### src/hw/rtl/packet_slot_fifo_macros.svh
// Assertion macros shared by the packet slot FIFO RTL.
// Every macro samples on clk and is disabled while rst is high.
`ifndef PACKET_SLOT_FIFO_MACROS_SVH
`define PACKET_SLOT_FIFO_MACROS_SVH

// Checks a property on every rising clock edge outside reset.
`define PSF_ASSERT(label, prop, msg) \
  label: assert property (@(posedge clk) disable iff (rst) (prop)) else $error(msg);

// Checks that a condition never holds outside reset.
`define PSF_NEVER(label, cond, msg) \
  label: assert property (@(posedge clk) disable iff (rst) !(cond)) else $error(msg);

`endif

### src/hw/rtl/psf_pkg.sv
// Package for the packet slot FIFO: sizes, derived widths, codes and the
// command and status structs between controller and datapath. No dependencies.
`default_nettype none

package psf_pkg;

  // Geometry of the slot store.
  localparam int SLOT_COUNT = 16;
  localparam int SLOT_BYTES = 64;
  localparam int MEM_DEPTH  = SLOT_COUNT * SLOT_BYTES;

  localparam int SLOT_W  = (SLOT_COUNT > 1) ? $clog2(SLOT_COUNT) : 1;
  localparam int COUNT_W = $clog2(SLOT_COUNT + 1);
  localparam int POS_W   = $clog2(SLOT_BYTES + 1);
  localparam int ADDR_W  = (MEM_DEPTH > 1) ? $clog2(MEM_DEPTH) : 1;

  // Fixed field widths of the stream ports.
  localparam int BYTE_W  = 8;
  localparam int SIZE_W  = 7;
  localparam int KIND_W  = 3;
  localparam int IN_DATA_W  = 8;
  localparam int OUT_DATA_W = 16;

  typedef logic [SLOT_W-1:0]  slot_t;
  typedef logic [COUNT_W-1:0] count_t;
  typedef logic [POS_W-1:0]   pos_t;
  typedef logic [ADDR_W-1:0]  addr_t;
  typedef logic [BYTE_W-1:0]  byte_t;

  typedef enum logic {
    ACT_PUSH = 1'b0,
    ACT_POP  = 1'b1
  } action_t;

  typedef enum logic [KIND_W-1:0] {
    KIND_ACCEPT = 3'd0,
    KIND_FULL   = 3'd1,
    KIND_LONG   = 3'd2,
    KIND_POP    = 3'd3,
    KIND_EMPTY  = 3'd4
  } kind_t;

  typedef enum logic [1:0] {
    DROP_NONE = 2'd0,
    DROP_FULL = 2'd1,
    DROP_LONG = 2'd2
  } drop_t;

  typedef enum logic {
    ST_IDLE = 1'b0,
    ST_POP  = 1'b1
  } state_t;

  // Commands from the controller to the datapath.
  typedef struct packed {
    logic push_do;    // handle one pushed byte and present its result
    logic empty_do;   // present the empty-pop result
    logic pop_start;  // latch the head length and read the first byte
    logic pop_emit;   // present the byte held in the read register
    logic pop_next;   // read the following byte of the head packet
    logic pop_done;   // release the head slot
  } cmd_t;

  // Status from the datapath to the controller.
  typedef struct packed {
    logic out_free;   // output register can take a result this cycle
    logic empty;      // no committed packet
    logic pop_last;   // the byte in the read register ends the packet
  } stat_t;

endpackage

`default_nettype wire

### src/hw/rtl/psf_ctrl.sv
// Controller of the packet slot FIFO: idle/pop-stream state machine.
// Depends on psf_pkg; drives the datapath through cmd_t, reads stat_t.
`default_nettype none

module psf_ctrl (
  input  wire logic           clk,
  input  wire logic           rst,
  input  wire logic           in_valid,
  input  wire logic           in_action,
  output logic                in_ready,
  input  wire psf_pkg::stat_t stat,
  output psf_pkg::cmd_t       cmd
);
  import psf_pkg::*;

  state_t state;
  state_t state_next;
  logic   accept;

  assign accept = in_valid && in_ready;

  // State register.
  always_ff @(posedge clk) begin
    if (rst) begin
      state <= ST_IDLE;
    end else begin
      state <= state_next;
    end
  end

  // Next state.
  always_comb begin
    state_next = state;
    case (state)
      ST_IDLE: begin
        if (accept && action_t'(in_action) == ACT_POP && !stat.empty) begin
          state_next = ST_POP;
        end
      end
      ST_POP: begin
        if (stat.out_free && stat.pop_last) begin
          state_next = ST_IDLE;
        end
      end
      default: state_next = ST_IDLE;
    endcase
  end

  // Outputs: handshake and datapath commands.
  always_comb begin
    in_ready = 1'b0;
    cmd      = '0;
    case (state)
      ST_IDLE: begin
        in_ready = stat.out_free;
        if (accept) begin
          if (action_t'(in_action) == ACT_PUSH) begin
            cmd.push_do = 1'b1;
          end else if (stat.empty) begin
            cmd.empty_do = 1'b1;
          end else begin
            cmd.pop_start = 1'b1;
          end
        end
      end
      ST_POP: begin
        if (stat.out_free) begin
          cmd.pop_emit = 1'b1;
          cmd.pop_next = !stat.pop_last;
          cmd.pop_done = stat.pop_last;
        end
      end
      default: begin
        in_ready = 1'b0;
      end
    endcase
  end

endmodule

`default_nettype wire

### config.mk
export PLATFORM = sky130hd
export DESIGN_NAME = psf_ctrl
export DESIGN_NICKNAME = d
export VERILOG_FILES = /design/src/hw/rtl/packet_slot_fifo_macros.svh /design/src/hw/rtl/psf_pkg.sv /design/src/hw/rtl/psf_ctrl.sv
export SDC_FILE = /design/constraint.sdc
export NUM_CORES = 1
export LEC_CHECK = 0
export BUFFER_PORTS_ARGS = -buffer_cell sky130_fd_sc_hd__buf_4
export CORE_AREA = 2 2 39 41
export CTS_CLUSTER_SIZE = 30
export DETAILED_ROUTE_END_ITERATION = 10
export DIE_AREA = 0 0 41 43
export PLACE_DENSITY = 0.3
export SLEW_MARGIN = 25
export SYNTH_ARGS = -nofsm -noshare
export SYNTH_HDL_FRONTEND = slang
export SYNTH_SLANG_ARGS = --single-unit
### constraint.sdc
create_clock -name clk -period 1 [get_ports clk]
set_input_delay 0.25 -clock clk [delete_from_list [all_inputs] [get_ports clk]]
set_output_delay 0.25 -clock clk [all_outputs]
set_load 0.05 [all_outputs]
==> impl_metrics.toml, run 1 <==
[status]
outcome = "finished with violations"
violations = "setup timing"

[timing]
worst_pin_slew_ps = 111
fmax_mhz = 885
setup_viol = 5
drv_slew = 0
clock_skew_ps = 0
post-route-min-period_ps = 1130
layout_setup_ws_ps = -130
rsz0062_at_grt = "yes"
slew_headroom_pct = 92.6
min_period_over_period_pct = 113
final_hold_viol_count = 0

[flow_run]
cap_violations = 0

[critical_path]
cp-end-kind = "primary output"
timing.rr.end = "state$_SDFF_PP0_"
critPathBufInv = 2
setup.worst_path.start_class = "flip-flop"
arrival_ps = 880
reg2reg_depth = 3
critPathKind = "reg -> out"
timing.rr.start = "state$_SDFF_PP0_"
path_cells = "nand4b_1 -> buf_6 -> nor2_4 -> buf_6"
max_stage_delay_ps = 300
crit_required_ps = 750
crit_path_frequent_cell = "buf_6"
regToRegSetupSlack_ps = 200
critPathMaxFanout = 3
slowest_stage = "dfxtp_2"
cp_top_family = "buffers and inverters"

[logic_synthesis]
syn_nets = 20
ys_warn_count = 0
ys_seq_area_share_pct = 18.6
postSynthCellCount = 13
syn_area_um2 = 108
netlist-cell-type-count = 12
syn_avg_cell_area_um2 = 8.28
synth_seq_cells = 1

[place]
port_buffers = 13
dp_slack_ps = -162
place.gp.congestion = 0.554
dp.cells = 45

[detailed_routing]
remaining_drc_errors = 0
antenna_left = 0
vias = 159
wl_per_cell_um = 8.31
wl_um = 374
dr.pass1.iters = 1
post_drt_via_cell_ratio = 3.53
drt-initial-drc-count = 0

[worst_hold_path]
min_from = "rst"
min_to = "state$_SDFF_PP0_"
hp-class = "in -> reg"
whs_path_depth = 2

[cts]
path_clk_slew_ps = 0
postCtsSetupRepairBufs = 0
clock_latency_ps = 0

[layout]
largest_reg_flops = 1
final_util_pct = 24.2
final_cell_mix = "buf_4 (6), buf_6 (6), buf_8 (4), nor2b_4 (2), nor2_4 (2)"
nNetsFinal = 38
top_regs = "state: 1 flops"
largest-register = "state"
areaGrowthSynthToFinish_pct = 212
num_antenna_cells = 0
instances_no_fill = 45
drive_above_1_share_pct = 89.7

[floorplan]
die_height_um = 43
rows = 14
core_um2 = 1380
die_width_um = 41
num_io_pins = 14
start_util_pct = 7.78
dieArea_um2 = 1760

[pwr]
power_density_nw_per_um2 = 469
p_leak_nw = 0.149
total_power_mw = 0.157
max-vdd-ir-drop_uv = 186

[grt]
grt_pass1_wl_um = 531
grt_pass1_vias = 139
antenna_found_initial = 0
grt_max_degree = 6
gr-total-overflow = 0
groute.usage.overall_pct = 4.00
-- Yosys cell counts --
library cell  n  share of area [%]
nor2_1        2                7.0
a21bo_1       1                9.3
and2_2        1                7.0
and3_2        1                7.0
and3b_1       1                8.1
dfxtp_1       1                 19
inv_1         1                3.5
nand4b_1      1                8.1
nor2b_1       1                5.8
nor2b_2       1                8.1
o22ai_2       1                 12
or2_2         1                5.8
-- through the flow --
stage	setup TNS (ps)	instance area [µm²]	hold slack [ps]
4_1_cts	-534	324	458
3_3_place_gp	-757	279	456
6_report	-495	335	456
2_1_floorplan	-946	139	355
3_5_place_dp	-782	279	458
5_1_grt	-695	335	474
-- final cells by class --
cell class,instances,area [µm²]
Fill cell,152,1050
Inverter,1,3.75
Multi-Input combinational cell,11,118
Sequential cell,1,21.3
Tap cell,16,20.0
Timing Repair Buffer,16,173
-- report_power, final --
part	internal [mW]	total [mW]	switching, mW
sequential	0.0422	0.0432	0.000955
combinational	0.0572	0.114	0.0569
clock	0	0	0
total	0.0994	0.157	0.0579
-- layer usage --
metal	share of wire, %	global-route usage [%]	wire (µm)	vias to the layer above
met3	18	0	66	0
met4	0	0	0	0
met5	0	0	0	-
met2	44	6.25	165	14
li1	-	-	-	78
met1	38	6.35	142	67
-- worst max path at each step --
| stage | startpoint | to | slack (ps) | cells past startpoint |
|---|---|---|---|---|
| CTS | state$_SDFF_PP0_ | cmd[4] | -140 | 4 |
| finish | state$_SDFF_PP0_ | cmd[4] | -130 | 4 |
| global placement | state$_SDFF_PP0_ | cmd[4] | -150 | 4 |
| floorplan | state$_SDFF_PP0_ | cmd[5] | -280 | 2 |
| global route | state$_SDFF_PP0_ | cmd[4] | -170 | 4 |
| detailed placement | state$_SDFF_PP0_ | cmd[5] | -160 | 4 |
-- what timing repair did --
action,CTS,global route
hold endpoints to repair,0,0
endpoints found under the setup margin,7,7
pin swaps,2,2
gates resized for setup,12,3
hold buffers,0,0
-- logic make-up after synthesis --
logic type / Yosys count / share of synthesized area [%]
AND/OR/NAND/NOR: 9 / 57.0
AO/OA/AOI/OAI: 2 / 20.9
flip-flops: 1 / 18.6
buffers and inverters: 1 / 3.49
-- worst reg2reg max path: stages (launching register included) --
cell,delay [ps]
dfxtp_2,300
nand4b_1,190
buf_6,160
o22ai_2,70
Note: power is estimated with default switching activity, not from simulation.
==> inputs of run 2 (changes only) <==
--- a/config.mk
+++ b/config.mk
@@ -5,6 +5,7 @@
 export SDC_FILE = /design/constraint.sdc
 export NUM_CORES = 1
 export LEC_CHECK = 0
+export ABC_AREA = 1
 export BUFFER_PORTS_ARGS = -buffer_cell sky130_fd_sc_hd__buf_4
 export CORE_AREA = 2 2 39 41
 export CTS_CLUSTER_SIZE = 30
==> run 2 against run 1 <==
The run still ends with setup timing left. Final cell count is 11% higher. Synthesized area unchanged. Synthesized cell count is 46% higher. Combinational power is essentially flat. Sequential share of layout area is 0.64 points higher. Routed wire length shrank 3.2%. Total power rose by 0.73%. Critical path depth unchanged. Sequential power decreased by 2%. Critical path type unchanged. Largest power group unchanged.
==> impl_metrics.toml, run 2 <==
[critical_path]
arrival_ps = 790
setup.worst_path.start_class = "flip-flop"
reg2reg_depth = 6
timing.rr.start = "state$_SDFF_PP0_"
critPathMaxFanout = 3
crit_required_ps = 750
cp-end-kind = "primary output"
critPathKind = "reg -> out"
timing.rr.end = "state$_SDFF_PP0_"
regToRegSetupSlack_ps = 90

[layout]
final_util_pct = 24.6
layout_commonest_cell = "buf_4"
final_cell_mix = "buf_4 (8), nor2_4 (6), buf_6 (4), inv_1 (3), buf_8 (3)"
nNetsFinal = 43
top_regs = "state: 1 flops"
drive_above_1_share_pct = 82.4
largest-register = "state"
fill_cells = 149
final_area_um2 = 340
largest_reg_flops = 1
areaGrowthSynthToFinish_pct = 216
num_antenna_cells = 0

[detailed_routing]
drt-initial-drc-count = 1
remaining_drc_errors = 0
wl_per_cell_um = 7.24
vias = 168
wl_um = 362
antenna_left = 0
dr.pass1.iters = 2
post_drt_via_cell_ratio = 3.36

[status]
violations = "setup timing"
outcome = "finished with violations"

[cts]
path_clk_slew_ps = 0
clock_latency_ps = 0
postCtsSetupRepairBufs = 0
holdBufCountCts = 0

[logic_synthesis]
netlist_top_cells_count = "nor2_1 (5), inv_1 (4), nand2_1 (3)"
syn_area_um2 = 108
synth_top_area_cell = "dfxtp_1"
synth-edff-count = 0
syn_avg_cell_area_um2 = 5.66
synth-main-ff-cell = "dfxtp_1"
synth_most_common_cell = "nor2_1"
ys_warn_count = 0
synth_seq_cells = 1
ys_seq_area_share_pct = 18.6
synth_top_area_share_pct = 18.6
synth.area.top_cells = "dfxtp_1 (19%), nor2_1 (17%), inv_1 (14%)"
netlist-cell-type-count = 9
syn_nets = 26
synthArstFlopShare_pct = 0
postSynthCellCount = 19

[timing]
min_period_over_period_pct = 104
fin_setup_tns_ps = -72.7
setup_viol = 3
final_hold_viol_count = 0
slew_headroom_pct = 90.0
worst_pin_slew_ps = 150
drv_slew = 0
clock_skew_ps = 0
rsz0062_at_grt = "yes"
layout_setup_ws_ps = -38.9
post-route-min-period_ps = 1040
fmax_mhz = 963

[floorplan]
die_height_um = 43
start_util_pct = 7.78
core_um2 = 1380
rows = 14
dieArea_um2 = 1760
die_width_um = 41
num_io_pins = 14

[pwr]
power_density_nw_per_um2 = 465
clkPwrFrac_pct = 0
power.internal_mw = 0.0896
switching_power_mw = 0.0688
p_comb_share_pct = 73.3
p_leak_nw = 0.151
p_sw_share_pct = 43.4
max-vdd-ir-drop_uv = 159
power_frac_seq_pct = 26.7

[grt]
use_met1_pct = 6.33
met2_usage_pct = 9.69
grt_pass1_wl_um = 710
antenna_found_initial = 0
met3_usage_pct = 1.05
gr-total-overflow = 0
groute.usage.overall_pct = 5.29
grt_pass1_vias = 180
grt_busiest_layer = "met2"
grt_max_degree = 5

[place]
place_hpwl_um = 348
place.gp.congestion = 0.620
placed_cell_area_um2 = 288
port_buffers = 13

[flow_run]
cap_violations = 0

[worst_hold_path]
hp-class = "in -> reg"
whs_path_depth = 2
min_from = "rst"
min_to = "state$_SDFF_PP0_"
-- run 2: power groups by stage --
stage                     Sequential, mW  Combinational [mW]  Clock (mW)
after floorplan                   0.0435              0.0572           0
final                             0.0423               0.116           0
after detailed placement          0.0436               0.103           0
after global placement            0.0436               0.102           0
after global routing              0.0425               0.125           0
after CTS                         0.0424               0.111           0
-- run 2: worst max-delay path, stage by stage, from the launching register on --
cell and delay [ps]:
dfxtp_4 340, inv_4 60, nand3_4 110, nor2_4 120, buf_8 150
-- run 2: metal layers --
layer,up-vias,share of wire (%)
li1,84,-
met1,70,36
met2,14,48
met3,0,16
met4,0,0
met5,-,0
-- run 2: worst max-delay path by stage --
stage,cells after the start,from,slack (ps),end
6_report,4,state$_SDFF_PP0_,-40,cmd[3]
3_5_place_dp,4,state$_SDFF_PP0_,-70,cmd[3]
2_1_floorplan,3,state$_SDFF_PP0_,-50,cmd[5]
4_1_cts,4,state$_SDFF_PP0_,-60,cmd[3]
3_3_place_gp,4,state$_SDFF_PP0_,-60,cmd[3]
5_1_grt,4,state$_SDFF_PP0_,-80,cmd[3]
-- run 2: cell type report --
| class | count | area (µm²) | area share [%] |
|---|---|---|---|
| inverters | 5 | 25.0 | 7.35 |
| multi-input cells | 13 | 121 | 35.7 |
| flip-flops and latches | 1 | 23.8 | 6.99 |
| well taps | 16 | 20.0 | 5.88 |
| repair buffers | 15 | 150 | 44.1 |
-- run 2: cell families after synthesis --
kind of cell / after synthesis / share of synthesized area [%]
buf+inv: 5 / 17.4
flops: 1 / 18.6
compound gates: 1 / 4.65
simple gates: 12 / 59.3
-- run 2: timing repair --
item                                    CTS  global route
endpoints found under the setup margin    6             7
pin swaps                                 1             0
gates resized for setup                   9             5
-- run 2: metrics by stage --
stage / total power [mW] / worst slack, ps / cells / hold WS [ps]
5_1_grt: 0.168 / -76.0 / 50 / 412
3_5_place_dp: 0.147 / -72.5 / 50 / 404
2_1_floorplan: 0.101 / -46.1 / 19 / 309
4_1_cts: 0.154 / -55.1 / 50 / 402
6_report: 0.158 / -38.9 / 50 / 400
3_3_place_gp: 0.145 / -63.3 / 50 / 402
